<file path="src/ftrc_pkg.sv">
// shared constants, register map and divider interface types for the fan ramp controller
package ftrc_pkg;

  // pwm range and window timing
  localparam int PWM_RATE     = 1000;
  localparam int START_DELAY  = 3000;
  localparam int WINDOW_TICKS = 100;

  // field widths
  localparam int LEVEL_W = 10;
  localparam int PCT_W   = 7;
  localparam int DEG_W   = 6;
  localparam int TEMP_W  = 15;
  localparam int TACHO_W = 16;
  localparam int BOOST_W = 3;
  localparam int TICK_W  = 32;
  localparam int XDIFF_W = 13;

  // serial divider sizing: bits processed per division
  localparam int BOOST_BITS = 11;
  localparam int RAMP_BITS  = 20;
  localparam int SCALE_BITS = $clog2(127 * PWM_RATE + 1);
  localparam int NUM_W      = (RAMP_BITS > SCALE_BITS) ? RAMP_BITS : SCALE_BITS;
  localparam int DEN_W      = XDIFF_W;
  localparam int STEP_W     = $clog2(NUM_W + 1);

  // apb register map
  localparam int ADDR_W = 5;
  localparam int DATA_W = 32;
  localparam logic [2:0] REG_DUTY_LOW  = 3'd0;
  localparam logic [2:0] REG_DUTY_HIGH = 3'd1;
  localparam logic [2:0] REG_TEMP_LOW  = 3'd2;
  localparam logic [2:0] REG_TEMP_HIGH = 3'd3;
  localparam logic [2:0] REG_TACHO_MIN = 3'd4;
  localparam logic [2:0] REG_BOOST     = 3'd5;

  // boost level codes
  localparam logic [BOOST_W-1:0] BOOST_NONE       = 3'd0;
  localparam logic [BOOST_W-1:0] BOOST_THIRD      = 3'd1;
  localparam logic [BOOST_W-1:0] BOOST_TWO_THIRDS = 3'd2;
  localparam logic [BOOST_W-1:0] BOOST_THIRTEEN   = 3'd3;

  // divider request and response
  typedef struct packed {
    logic              start;
    logic [NUM_W-1:0]  num;
    logic [DEN_W-1:0]  den;
    logic [STEP_W-1:0] steps;
  } div_req_t;

  typedef struct packed {
    logic             done;
    logic [NUM_W-1:0] quot;
  } div_rsp_t;

endpackage

</file>
<file path="src/fan_temp_ramp_controller.sv">
// fan temperature ramp controller: ramp target, slewed drive and tacho window check
// results are computed by the bit-serial divider, which runs 11 steps for boost, 20 for the
//   ramp and 17 for pwm scaling
// one request at a time: the next is accepted only once the last result has been registered
// reset: rst synchronous active high, restores register defaults, clears drive,
//   tick count and tacho state and sets the first window after the start-up delay
module fan_temp_ramp_controller
  import ftrc_pkg::*;
(
  input  logic              clk,
  input  logic              rst,
  // apb configuration
  input  logic              psel,
  input  logic              penable,
  input  logic              pwrite,
  input  logic [ADDR_W-1:0] paddr,
  input  logic [DATA_W-1:0] pwdata,
  output logic [DATA_W-1:0] prdata,
  output logic              pready,
  // request stream
  input  logic              s_tvalid,
  output logic              s_tready,
  input  logic [31:0]       s_tdata,  // temperature[14:0], tacho_total[30:15], zero[31]
  // result stream
  output logic              m_tvalid,
  input  logic              m_tready,
  output logic [39:0]       m_tdata   // drive_level[9:0], target_level[19:10],
                                      // window_speed[35:20], tacho_fault[36], zero[39:37]
);

  typedef enum logic [8:0] {
    ST_IDLE     = 9'b000000001,
    ST_LOW      = 9'b000000010,
    ST_LOWDIV   = 9'b000000100,
    ST_RAMP     = 9'b000001000,
    ST_MUL      = 9'b000010000,
    ST_RAMPDIV  = 9'b000100000,
    ST_SCALE    = 9'b001000000,
    ST_SCALEDIV = 9'b010000000,
    ST_FIN      = 9'b100000000
  } state_t;

  localparam logic [LEVEL_W-1:0] PWM_MAX    = LEVEL_W'(PWM_RATE);
  localparam logic [NUM_W-1:0]   PWM_NUM    = NUM_W'(PWM_RATE);
  localparam logic [SCALE_BITS-1:0] PWM_SCL = SCALE_BITS'(PWM_RATE);
  localparam logic [DEN_W-1:0]   DEN_THREE  = DEN_W'(3);
  localparam logic [DEN_W-1:0]   DEN_FIFTEEN = DEN_W'(15);
  localparam logic [DEN_W-1:0]   DEN_HUNDRED = DEN_W'(100);

  state_t state;

  // configuration registers
  logic [PCT_W-1:0]   duty_low_pct;
  logic [PCT_W-1:0]   duty_high_pct;
  logic [DEG_W-1:0]   temp_low_deg;
  logic [DEG_W-1:0]   temp_high_deg;
  logic [TACHO_W-1:0] tacho_min_pulses;
  logic [BOOST_W-1:0] boost_level;

  // per-tick working registers
  logic signed [TEMP_W-1:0] temp_r;
  logic [TACHO_W-1:0]       tacho_r;
  logic [PCT_W-1:0]         low_pct;
  logic [PCT_W-1:0]         pct;
  logic                     neg;
  logic [PCT_W-1:0]         dy_mag;
  logic [XDIFF_W-1:0]       dx;
  logic [XDIFF_W-1:0]       xspan;
  logic [LEVEL_W-1:0]       target;

  // persistent state
  logic [TICK_W-1:0]  tick_count;
  logic [TICK_W-1:0]  window_deadline;
  logic [LEVEL_W-1:0] drive_value;
  logic [TACHO_W-1:0] last_tacho;
  logic [TACHO_W-1:0] speed_value;
  logic               fault_flag;

  div_req_t div_req;
  div_rsp_t div_rsp;

  // combinational helpers
  logic signed [PCT_W:0]    span;
  logic [PCT_W-1:0]         span_mag;
  logic [BOOST_BITS-1:0]    boost_num;
  logic [XDIFF_W-1:0]       x0;
  logic [XDIFF_W-1:0]       x1;
  logic signed [PCT_W:0]    dy;
  logic [PCT_W-1:0]         q_pct;
  logic [PCT_W+1:0]         low_sum;
  logic [PCT_W+1:0]         ramp_sum;
  logic [TEMP_W-1:0]        dx_full;
  logic [RAMP_BITS-1:0]     ramp_num;
  logic [SCALE_BITS-1:0]    scale_num;
  logic [TICK_W-1:0]        since;
  logic                     window_due;
  logic [TACHO_W-1:0]       delta;
  logic [LEVEL_W-1:0]       drive_next;
  logic                     out_free;

  ftrc_div u_div (
    .clk (clk),
    .rst (rst),
    .req (div_req),
    .rsp (div_rsp)
  );

  // boost span and ramp edges
  assign span      = $signed({1'b0, duty_high_pct}) - $signed({1'b0, duty_low_pct});
  assign span_mag  = span[PCT_W] ? PCT_W'(-span) : span[PCT_W-1:0];
  assign x0        = XDIFF_W'(temp_low_deg) * 7'd100;
  assign x1        = XDIFF_W'(temp_high_deg) * 7'd100;
  assign dy        = $signed({1'b0, duty_high_pct}) - $signed({1'b0, low_pct});
  assign dx_full   = temp_r - TEMP_W'(x0);
  assign q_pct     = div_rsp.quot[PCT_W-1:0];
  assign ramp_num  = RAMP_BITS'(dy_mag) * dx;
  assign scale_num = SCALE_BITS'(pct) * PWM_SCL;

  // signed correction of the truncated quotients
  assign low_sum  = neg ? ({2'b00, duty_low_pct} - {2'b00, q_pct})
                        : ({2'b00, duty_low_pct} + {2'b00, q_pct});
  assign ramp_sum = neg ? ({2'b00, low_pct} - {2'b00, q_pct})
                        : ({2'b00, low_pct} + {2'b00, q_pct});

  always_comb begin
    unique case (boost_level)
      BOOST_THIRD:      boost_num = BOOST_BITS'(span_mag);
      BOOST_TWO_THIRDS: boost_num = BOOST_BITS'({span_mag, 1'b0});
      default:          boost_num = BOOST_BITS'(span_mag) * 4'd13;
    endcase
  end

  // divider request per phase
  always_comb begin
    div_req = '0;
    unique case (state)
      ST_LOW: begin
        if (boost_level == BOOST_THIRD || boost_level == BOOST_TWO_THIRDS ||
            boost_level == BOOST_THIRTEEN) begin
          div_req.start = 1'b1;
          div_req.num   = {boost_num, (NUM_W - BOOST_BITS)'(0)};
          div_req.den   = (boost_level == BOOST_THIRTEEN) ? DEN_FIFTEEN : DEN_THREE;
          div_req.steps = STEP_W'(BOOST_BITS);
        end
      end
      ST_MUL: begin
        div_req.start = 1'b1;
        div_req.num   = NUM_W'({ramp_num, (NUM_W - RAMP_BITS + 1)'(0)} >> 1);
        div_req.den   = xspan;
        div_req.steps = STEP_W'(RAMP_BITS);
      end
      ST_SCALE: begin
        div_req.start = 1'b1;
        div_req.num   = NUM_W'({scale_num, (NUM_W - SCALE_BITS + 1)'(0)} >> 1);
        div_req.den   = DEN_HUNDRED;
        div_req.steps = STEP_W'(SCALE_BITS);
      end
      default: begin
      end
    endcase
  end

  // slew and window bookkeeping
  assign since      = tick_count - window_deadline;
  assign window_due = (since != '0) && !since[TICK_W-1];
  assign delta      = tacho_r - last_tacho;
  assign out_free   = !m_tvalid || m_tready;

  always_comb begin
    drive_next = drive_value;
    if (tick_count[1:0] == 2'b00) begin
      if (drive_value > target) begin
        drive_next = drive_value - 1'b1;
      end else if (drive_value < target && drive_value < PWM_MAX) begin
        drive_next = drive_value + 1'b1;
      end
    end
  end

  // sequencer
  always_ff @(posedge clk) begin
    if (rst) begin
      state <= ST_IDLE;
    end else begin
      unique case (state)
        ST_IDLE: begin
          if (s_tvalid) state <= ST_LOW;
        end
        ST_LOW: begin
          if (div_req.start) state <= ST_LOWDIV;
          else state <= ST_RAMP;
        end
        ST_LOWDIV: begin
          if (div_rsp.done) state <= ST_RAMP;
        end
        ST_RAMP: begin
          if ($signed(temp_r) <= $signed(TEMP_W'(x0)) ||
              $signed(temp_r) >= $signed(TEMP_W'(x1))) begin
            state <= ST_SCALE;
          end else begin
            state <= ST_MUL;
          end
        end
        ST_MUL: state <= ST_RAMPDIV;
        ST_RAMPDIV: begin
          if (div_rsp.done) state <= ST_SCALE;
        end
        ST_SCALE: state <= ST_SCALEDIV;
        ST_SCALEDIV: begin
          if (div_rsp.done) state <= ST_FIN;
        end
        ST_FIN: begin
          if (out_free) state <= ST_IDLE;
        end
        default: state <= ST_IDLE;
      endcase
    end
  end

  // ramp datapath
  always_ff @(posedge clk) begin
    if (state == ST_IDLE && s_tvalid) begin
      temp_r  <= $signed(s_tdata[TEMP_W-1:0]);
      tacho_r <= s_tdata[TEMP_W +: TACHO_W];
    end
    if (state == ST_LOW) begin
      neg <= span[PCT_W];
      if (boost_level == BOOST_NONE) begin
        low_pct <= duty_low_pct;
      end else if (!div_req.start) begin
        low_pct <= duty_high_pct;
      end
    end
    if (state == ST_LOWDIV && div_rsp.done) begin
      low_pct <= low_sum[PCT_W-1:0];
    end
    if (state == ST_RAMP) begin
      neg    <= dy[PCT_W];
      dy_mag <= dy[PCT_W] ? PCT_W'(-dy) : dy[PCT_W-1:0];
      dx     <= dx_full[XDIFF_W-1:0];
      xspan  <= x1 - x0;
      if ($signed(temp_r) <= $signed(TEMP_W'(x0))) begin
        pct <= low_pct;
      end else if ($signed(temp_r) >= $signed(TEMP_W'(x1))) begin
        pct <= duty_high_pct;
      end
    end
    if (state == ST_RAMPDIV && div_rsp.done) begin
      pct <= ramp_sum[PCT_W-1:0];
    end
    if (state == ST_SCALEDIV && div_rsp.done) begin
      target <= (div_rsp.quot > PWM_NUM) ? PWM_MAX : div_rsp.quot[LEVEL_W-1:0];
    end
  end

  // drive, window state and result register
  always_ff @(posedge clk) begin
    if (rst) begin
      tick_count      <= '0;
      window_deadline <= TICK_W'(START_DELAY);
      drive_value     <= '0;
      last_tacho      <= '0;
      speed_value     <= '0;
      fault_flag      <= 1'b0;
      m_tvalid        <= 1'b0;
    end else begin
      if (state == ST_FIN && out_free) begin
        drive_value <= drive_next;
        tick_count  <= tick_count + 1'b1;
        m_tvalid    <= 1'b1;
        if (window_due) begin
          fault_flag      <= (tacho_min_pulses != '0) && (delta <= tacho_min_pulses);
          window_deadline <= tick_count + TICK_W'(WINDOW_TICKS);
          speed_value     <= delta;
          last_tacho      <= tacho_r;
        end
      end else if (m_tvalid && m_tready) begin
        m_tvalid <= 1'b0;
      end
    end
  end

  always_ff @(posedge clk) begin
    if (state == ST_FIN && out_free) begin
      m_tdata <= {3'b000,
                  window_due ? ((tacho_min_pulses != '0) && (delta <= tacho_min_pulses))
                             : fault_flag,
                  window_due ? delta : speed_value,
                  target,
                  drive_next};
    end
  end

  assign s_tready = (state == ST_IDLE);

  // configuration registers
  always_ff @(posedge clk) begin
    if (rst) begin
      duty_low_pct     <= PCT_W'(20);
      duty_high_pct    <= PCT_W'(95);
      temp_low_deg     <= DEG_W'(30);
      temp_high_deg    <= DEG_W'(40);
      tacho_min_pulses <= TACHO_W'(4);
      boost_level      <= BOOST_NONE;
    end else if (psel && penable && pwrite && pready) begin
      unique case (paddr[4:2])
        REG_DUTY_LOW:  duty_low_pct     <= pwdata[PCT_W-1:0];
        REG_DUTY_HIGH: duty_high_pct    <= pwdata[PCT_W-1:0];
        REG_TEMP_LOW:  temp_low_deg     <= pwdata[DEG_W-1:0];
        REG_TEMP_HIGH: temp_high_deg    <= pwdata[DEG_W-1:0];
        REG_TACHO_MIN: tacho_min_pulses <= pwdata[TACHO_W-1:0];
        REG_BOOST:     boost_level      <= pwdata[BOOST_W-1:0];
        default: begin
        end
      endcase
    end
  end

  // register readback
  always_comb begin
    unique case (paddr[4:2])
      REG_DUTY_LOW:  prdata = DATA_W'(duty_low_pct);
      REG_DUTY_HIGH: prdata = DATA_W'(duty_high_pct);
      REG_TEMP_LOW:  prdata = DATA_W'(temp_low_deg);
      REG_TEMP_HIGH: prdata = DATA_W'(temp_high_deg);
      REG_TACHO_MIN: prdata = DATA_W'(tacho_min_pulses);
      REG_BOOST:     prdata = DATA_W'(boost_level);
      default:       prdata = '0;
    endcase
  end

  assign pready = 1'b1;

  // drive stays inside the pwm range
  a_drive_range: assert property (@(posedge clk) disable iff (rst)
    drive_value <= PWM_MAX)
    else $error("drive above pwm range");

  // drive moves only on slew ticks and by one step
  a_drive_slew: assert property (@(posedge clk) disable iff (rst)
    !$stable(drive_value) |-> ($past(tick_count[1:0]) == 2'b00) &&
      (drive_value == $past(drive_value) + 1'b1 ||
       drive_value == $past(drive_value) - 1'b1))
    else $error("drive slewed off schedule");

  // divider finishes only while the sequencer waits for it
  a_div_done: assert property (@(posedge clk) disable iff (rst)
    div_rsp.done |-> (state == ST_LOWDIV || state == ST_RAMPDIV || state == ST_SCALEDIV))
    else $error("divider result with no waiting phase");

  // one tick counted per result produced
  a_tick_result: assert property (@(posedge clk) disable iff (rst)
    (tick_count != $past(tick_count)) |-> m_tvalid && $past(state == ST_FIN))
    else $error("tick advanced without a result");

endmodule

</file>
<file path="src/ftrc_div.sv">
// bit-serial restoring divider, one quotient bit per cycle, numerator left-aligned
module ftrc_div
  import ftrc_pkg::*;
(
  input  logic     clk,
  input  logic     rst,
  input  div_req_t req,
  output div_rsp_t rsp
);

  logic              busy;
  logic              done;
  logic [STEP_W-1:0] count;
  logic [DEN_W-1:0]  rem;
  logic [DEN_W-1:0]  den;
  logic [NUM_W-1:0]  num_sh;
  logic [NUM_W-1:0]  quo;
  logic [DEN_W+1:0]  trial;

  // trial subtract of the divisor from the shifted remainder
  assign trial = {1'b0, rem, num_sh[NUM_W-1]} - {2'b00, den};

  // control
  always_ff @(posedge clk) begin
    if (rst) begin
      busy  <= 1'b0;
      done  <= 1'b0;
      count <= '0;
    end else begin
      done <= 1'b0;
      if (req.start) begin
        busy  <= 1'b1;
        count <= req.steps;
      end else if (busy) begin
        count <= count - 1'b1;
        if (count == STEP_W'(1)) begin
          busy <= 1'b0;
          done <= 1'b1;
        end
      end
    end
  end

  // datapath
  always_ff @(posedge clk) begin
    if (req.start) begin
      rem    <= '0;
      den    <= req.den;
      num_sh <= req.num;
      quo    <= '0;
    end else if (busy) begin
      num_sh <= {num_sh[NUM_W-2:0], 1'b0};
      quo    <= {quo[NUM_W-2:0], ~trial[DEN_W+1]};
      if (!trial[DEN_W+1]) begin
        rem <= trial[DEN_W-1:0];
      end else begin
        rem <= {rem[DEN_W-2:0], num_sh[NUM_W-1]};
      end
    end
  end

  assign rsp.done = done;
  assign rsp.quot = quo;

endmodule
</file>
<file path="config.mk">
export PLATFORM = sky130hd
export DESIGN_NAME = fan_temp_ramp_controller
export DESIGN_NICKNAME = d
export VERILOG_FILES = /design/src/ftrc_pkg.sv /design/src/fan_temp_ramp_controller.sv /design/src/ftrc_div.sv
export SDC_FILE = /design/constraint.sdc
export NUM_CORES = 1
export LEC_CHECK = 0
export BUFFER_PORTS_ARGS = -buffer_cell sky130_fd_sc_hd__buf_2
export CAP_MARGIN = 20
export CORE_MARGIN = 3
export CORE_UTILIZATION = 63
export CTS_CLUSTER_DIAMETER = 200
export DETAILED_ROUTE_END_ITERATION = 8
export PLACE_DENSITY = 0.82
export SLEW_MARGIN = 20
export SYNTH_ARGS = -nofsm -noshare
export SYNTH_HDL_FRONTEND = slang
export SYNTH_SLANG_ARGS = --single-unit
</file>
<file path="constraint.sdc">
create_clock -name clk -period 5.47 [get_ports clk]
set_input_delay 1.094 -clock clk [delete_from_list [all_inputs] [get_ports clk]]
set_output_delay 1.094 -clock clk [all_outputs]
set_load 0.05 [all_outputs]
</file>
# --- Word level (Yosys, flattened, before mapping) ---
# Cells that the tools add are included.
op_classes:
  addsub: 18
  multipliers: 5
  order_cmp: 7
  n_eq_ne: 24
  mux: 43
  bitwise_logic: 2
  reduce_logical: 39
ops:
  columns: ["op", "n"]
  rows:
  - ["case mux 39 bit (3 select lines)", 1]
  - ["case mux 16 bit (6 select lines)", 1]
  - ["2-to-1 mux 7 bit", 13]
  - ["case mux 9 bit (9 select lines)", 1]
  - ["2-to-1 mux 9 bit", 5]
  - ["2-to-1 mux 20 bit", 2]
  - ["2-to-1 mux 39 bit", 1]
  - ["adder 32 x 1 -> 32 bit (second input constant)", 1]
  - ["adder 32 x 7 -> 32 bit (second input constant)", 1]
  - ["nonzero test 32 bit", 1]
  - ["subtractor 32 bit", 1]
  - ["2-to-1 mux 10 bit", 3]
  - ["subtractor 13 bit", 2]
  - ["multiplier 6 x 5 -> 11 bit (second input constant)", 2]
  - ["case mux 11 bit (2 select lines)", 1]
  - ["greater-than comparator 20 x 10 -> 1 bit (second input constant)", 1]
  - ["multiplier 7 x 13 -> 20 bit", 1]
  - ["AND reduction 2 bit", 9]
  - ["<= comparator 16 bit", 1]
  - ["2-to-1 mux 16 bit", 1]
  - ["nonzero test 16 bit", 1]
  - ["subtractor 16 bit", 1]
  - ["subtractor 7 x 7 -> 8 bit", 2]
  - ["greater-or-equal comparator 15 x 14 -> 1 bit", 1]
  - ["other kinds (43)", 84]
word_totals:
  reg_bits: 361
  wordCells: 169

# --- Logic depth before layout (Yosys ltp) ---
depth:
  ltp_word: 11
  ltp_mapped: 24
  depth_no_buf: 24

# --- Cells and area by module ---
# From an unflattened synthesis, not the netlist that was laid out.
hier_totals:
  hier_cells: 3010
  hier_area_um2: 27277.4
modules_own_cells:
  columns: ["module", "instances", "cells_each", "area_each_um2"]
  rows:
  - ["fan_temp_ramp_controller", 1, 2707, 23850.4]
  - ["ftrc_div", 1, 303, 3427.0]

# --- Worst setup path before layout ---
# Ideal clock, no wire load.
synth_timing:
  path_kind: "reg2reg"
  start: "reg dy_mag[6]"
  end: "reg u_div.num_sh[19] (data pin)"
  arrival_time_ns: 4.597
  setup_slack_ns: 0.614
  stages_incl_launch_ff: 19
  n_path_buf: 1
  synth_period_minus_slack_ns: 4.856
  path_cell_list: "edfxtp_1 > clkbuf_1 > and2_1 > fa_1 > inv_1 > fa_1 > inv_1 > fa_1 > inv_1 > fa_1 > inv_1 > ha_1 > or3_1 > o21ai_0 > a31oi_1 > a2111oi_0 > o21bai_1 > xnor2_1 > a211o_1"
synth_between:
  elab_chain_cells: 3
synth_lines:
  columns: ["item", "line", "text"]
  rows:
  - ["start: declaration", "fan_temp_ramp_controller.sv:66", "logic [PCT_W-1:0] dy_mag;"]
  - ["start signal: assignment", "fan_temp_ramp_controller.sv:239", "dy_mag <= dy[PCT_W] ? PCT_W'(-dy) : dy[PCT_W-1:0];"]
  - ["multiplier 7 x 13 -> 20 bit", "fan_temp_ramp_controller.sv:116", "assign ramp_num = RAMP_BITS'(dy_mag) * dx;"]
  - ["case mux 39 bit (3 select lines)", "fan_temp_ramp_controller.sv:136", "unique case (state)"]
  - ["2-to-1 mux 20 bit", "ftrc_div.sv:46", "if (req.start) begin"]
  - ["end signal: assignment", "ftrc_div.sv:49", "num_sh <= req.num;"]
  - ["end signal: assignment", "ftrc_div.sv:52", "num_sh <= {num_sh[NUM_W-2:0], 1'b0};"]
  - ["end: declaration", "ftrc_div.sv:16", "logic [NUM_W-1:0] num_sh;"]
# Every way passes these cells.
# A chain may end at the register's enable or synchronous reset.

# --- Worst setup path after layout ---
layout_timing:
  start: "reg dy_mag[3]"
  end: "reg u_div.num_sh[19] (data pin)"
# Same word-level chain as after synthesis.

==> key figures <==
Layout
  – Synth-to-Final Area Change: 8.56%
  – Non-filler instance count after layout: 3752
  – Fraction of final layout cells sized beyond drive strength 1: approximately 8.9%
  – Layout net count: between 3k and 4k
  – Number of antenna diodes: 0
  – Number of filler cells placed in the layout: approximately 3.3k

Critical path
  – Data arrival at the endpoint of the critical path: 5.51 ns
  – Worst setup path start: dy_mag[3]
  – CP startpoint kind: flip-flop
  – End of the worst register-to-register path: u_div.num_sh[19]
  – Critical setup path kind: flip-flop to flip-flop
  – Reg2reg setup slack: approximately 0.26 ns
  – Highest net fanout along the worst path: 8
  – R2r startpoint: dy_mag[3]
  – FF-to-FF path depth: 16
  – Worst path required time: slightly below 6 ns
  – Crit path capture type: flip-flop

STA
  – Worst clock skew: approximately 0.014 ns
  – Worst-case hold slack: approximately 0.46 ns
  – Part of the cycle the worst path needs: between 90% and 100%
  – Timing-limited maximum frequency: roughly 190 MHz
  – Worst rel slew slack: between 20% and 30%
  – Total Neg Setup Slack: 0 ns
  – Final hold violation count: 0
  – RSZ-0062 raised after global routing: false
  – Final period demand of the worst path: between 5 and 6 ns
  – # setup viols final: 0
  – Worst Max-Slew Pin Slew: 1.07 ns
  – Number of max-slew violations in the final report: 0

Global route
  – Global-route wire length before repair: between 100000 and 150000 microns
  – Global route total overflow: 0
  – Largest net degree at the start of global routing: slightly above 80
  – Initial antenna violation count: 1
  – Via count of the first global-routing pass: roughly 22k
  – Overall routing resource usage: between 20 and 30%

Power and ir drop
  – Proportion of power drawn by combinational gates: 15.0%
  – Int Power: about 4.8 mW
  – Switching portion of total power: a little over a quarter
  – Pwr/cell area: 220 nW/um^2
  – LEAKAGE: roughly 13 nW
  – Highest ir drop seen on vdd: about 0.27 mV
  – Net switching power: between 1.5 and 2 mW
  – Clock power share: about two fifths
  – Flop pwr share: about 44%
  – Final total power: approximately 6.6 mW

Detailed routing
  – Iteration-0 DRC count of the detailed router: roughly 1.6k
  – Detailed-route wire length per cell: between 15 and 20 microns
  – Vias after detailed routing: 22.4k
  – Via/cell ratio: ~6
  – Routed Wire Length: 68200 microns
  – Post-route ant nets: 0
  – Number of DRC violations after detailed routing: 0
  – Detailed Routing Iterations Pass 1: 7

Worst hold path
  – Min-Delay Path Class: flip-flop to flip-flop
  – Hold Path Sink: speed_value[12]
  – Depth of the worst hold-timing path: 2
  – Source of the worst hold timing path: speed_value[12]

Synth
  – Gate Count Post-Synth: between 3k and 4k
  – Synthesis warning total: 0
  – Number of flops mapped to enable cells by yosys: between 150 and 200
  – Flip-flop and latch count after synthesis: roughly 360
  – Sequential area share after synthesis: between 30% and 40%
  – Most common flop cell mapped by yosys: sky130_fd_sc_hd__dfxtp_1
  – Syn_area_per_cell: 8.93 sq um
  – Mapped Area: between 20000 and 30000 sq um
  – Proportion of synthesized flip-flops having asynchronous set or reset: 0%
  – Yosys cell types: slightly above 90

CTS
  – TritonCTS sink count: between 300 and 400
  – Clock transition at the registers of the reported paths: approximately 0.07 ns
  – H-tree Lvls: 2
  – Insertion delay to the later sink of the worst-skew pair: roughly 0.56 ns
  – Count of hold buffers inserted by post-cts repair: 0
  – Clock buffers created by TritonCTS: 40
  – Maximum count of clock buffers along a single path: 3
  – TritonCTS clock tree: yes
  – Cell at the root of the clock tree: sky130_fd_sc_hd__clkbuf_16

Placement
  – DPL Wire Length: between 50000 and 60000 microns
  – Buffers added on ports: ~110
  – Post-Place Cells: approximately 3.7k
  – Weighted congestion reported at the end of routability-driven placement: 0.980

Die
  – Vertical die dimension: around 210 microns
  – Initial Util: 64.6%
  – Die W: between 200 and 250 microns
  – Core footprint: ~43000 sq um
  – Core Rows: between 70 and 80
  – Top-level port count: approximately 150
  – Total Die Area: roughly 46000 sq um

Outcome
  – Status: completed

Run
  – Max-cap viol count: 0
[placed cells by master, fill, tap and decap left out, types with 48 or more instances in the layout]
cell | synthesis | layout
sky130_fd_sc_hd__nand2_1 | 350 | 350
sky130_fd_sc_hd__fa_1 | 87 | 87
sky130_fd_sc_hd__o21ai_0 | 104 | 103
sky130_fd_sc_hd__buf_2 | 9 | 110
sky130_fd_sc_hd__ha_1 | 288 | 288
sky130_fd_sc_hd__mux2i_1 | 128 | 128
sky130_fd_sc_hd__dfxtp_1 | 202 | 201
sky130_fd_sc_hd__nor2_1 | 248 | 247
sky130_fd_sc_hd__a21oi_1 | 162 | 161
sky130_fd_sc_hd__inv_1 | 318 | 316
sky130_fd_sc_hd__and2_1 | 78 | 77
sky130_fd_sc_hd__edfxtp_1 | 156 | 156
sky130_fd_sc_hd__xnor2_1 | 111 | 109
sky130_fd_sc_hd__xor2_1 | 70 | 69
sky130_fd_sc_hd__a21o_1 | 48 | 48
sky130_fd_sc_hd__nand3_1 | 53 | 53
[worst max-delay path by stage]
stage / slack [ns] / endpoint / depth (start not counted)
3_3_place_gp: 0.32 / u_div.num_sh[14] / 19
4_1_cts: 0.12 / u_div.num_sh[14] / 19
3_5_place_dp: 0.24 / u_div.num_sh[14] / 19
5_1_grt: 0.005 / u_div.num_sh[18] / 23
2_1_floorplan: 0.61 / u_div.num_sh[19] / 18
6_report: 0.26 / u_div.num_sh[19] / 16
[worst max-delay path: stages (launching register included)]
cell                        delay [ns]
sky130_fd_sc_hd__edfxtp_1         0.54
sky130_fd_sc_hd__buf_4            0.23
sky130_fd_sc_hd__and2_1           0.17
sky130_fd_sc_hd__fa_1             0.57
sky130_fd_sc_hd__fa_1             0.45
sky130_fd_sc_hd__fa_1             0.55
sky130_fd_sc_hd__inv_1            0.06
sky130_fd_sc_hd__fa_1             0.52
sky130_fd_sc_hd__inv_1            0.04
sky130_fd_sc_hd__ha_1             0.34
sky130_fd_sc_hd__or3_1            0.32
sky130_fd_sc_hd__o21ai_0          0.08
sky130_fd_sc_hd__a31oi_1          0.09
sky130_fd_sc_hd__a2111oi_0        0.38
sky130_fd_sc_hd__o21bai_1         0.14
sky130_fd_sc_hd__xnor2_1          0.17
sky130_fd_sc_hd__a211o_1          0.31
[area by class of cell]
| type | count | area (sq um) | area share (%) |
|---|---|---|---|
| Inverter | 320 | 1200 | 4.03 |
| Clock buffer | 53 | 1110 | 3.73 |
| Clock inverter | 21 | 181 | 0.609 |
| Timing Repair Buffer | 154 | 893 | 3.00 |
| Sequential cell | 358 | 8730 | 29.3 |
| Multi-Input combinational cell | 2269 | 17000 | 56.9 |
| Tap cell | 577 | 722 | 2.42 |
[timing repair]
item                                    CTS  global route
buffers inserted                          0             8
resized for setup                         0             7
endpoints found under the setup margin    0             4
endpoints found under the hold margin     0             0
[routing by layer]
metal	vias up	routed length, microns	track usage, %
met1	10700	28500	37.8
met3	170	4350	4.03
met4	2	2380	10.8
met2	787	33000	50.5
met5	-	13	0
li1	10700	-	-
[state kept, by name, indices dropped and copies added, names as in the netlist, 11 cells and up]
signal            cells
u_div.num_sh         20
u_div.rem            13
temp_r               15
tacho_r              16
tacho_min_pulses     16
last_tacho           16
speed_value          16
dx                   13
xspan                11
m_tdata              37
u_div.den            12
tick_count           32
u_div.quo            20
window_deadline      32
[cell families after synthesis]
logic type	after synthesis	share of synthesized area (%)
mux	151	5.65
simple gates	982	16.9
flops	358	31.8
other cells	2	0.0274
fa+ha+maj	375	19.5
compound gates	559	13.4
buf+inv	465	6.89
xor+xnor	182	5.83
[Yosys cell counts (all sizes together) (14+ instances only)]
master     n  share of area (%)
nand2    350                4.8
inv      318                4.3
ha       288                 13
nor2     248                3.4
dfxtp    202                 15
a21oi    163                3.0
edfxtp   156                 17
mux2i    128                4.7
xnor2    112                3.6
o21ai    111                2.1
clkbuf   104                1.4
fa        87                6.3
and2      78                1.8
xor2      70                2.2
nand3     53               0.97
a21o      48                1.3
nor3      44               0.80
buf       41                1.1
o211ai    31               0.87
nand4     29               0.66
nor2b     29               0.70
and3      26               0.59
mux2      22               0.90
or2       20               0.46
nand2b    19               0.43
nor4      17               0.39
or3       17               0.39
a21boi    16               0.44
o2111ai   16               0.51
o31ai     16               0.55
a22oi     14               0.38
a31oi     14               0.32
o21a      14               0.38
o21bai    14               0.38
o22ai     14               0.32
[power groups by stage]
stage | logic (mW) | registers (mW) | clock network (mW)
floorplan | 0.752 | 2.93 | 0
global placement | 0.918 | 2.95 | 0
detailed placement | 0.965 | 2.95 | 0
CTS | 0.977 | 2.89 | 2.72
global route | 1.10 | 2.90 | 2.83
finish | 0.985 | 2.90 | 2.68
[stage by stage]
stage / worst slack, ns / util (%) / area [sq um]
2_1_floorplan: 0.614 / - / 27500
3_3_place_gp: 0.315 / 66.8 / 28400
3_5_place_dp: 0.236 / 66.8 / 28400
4_1_cts: 0.117 / 69.9 / 29700
5_1_grt: 0.00542 / 70.1 / 29800
6_report: 0.265 / 70.1 / 29800
Power figures use the tool's default switching activity.
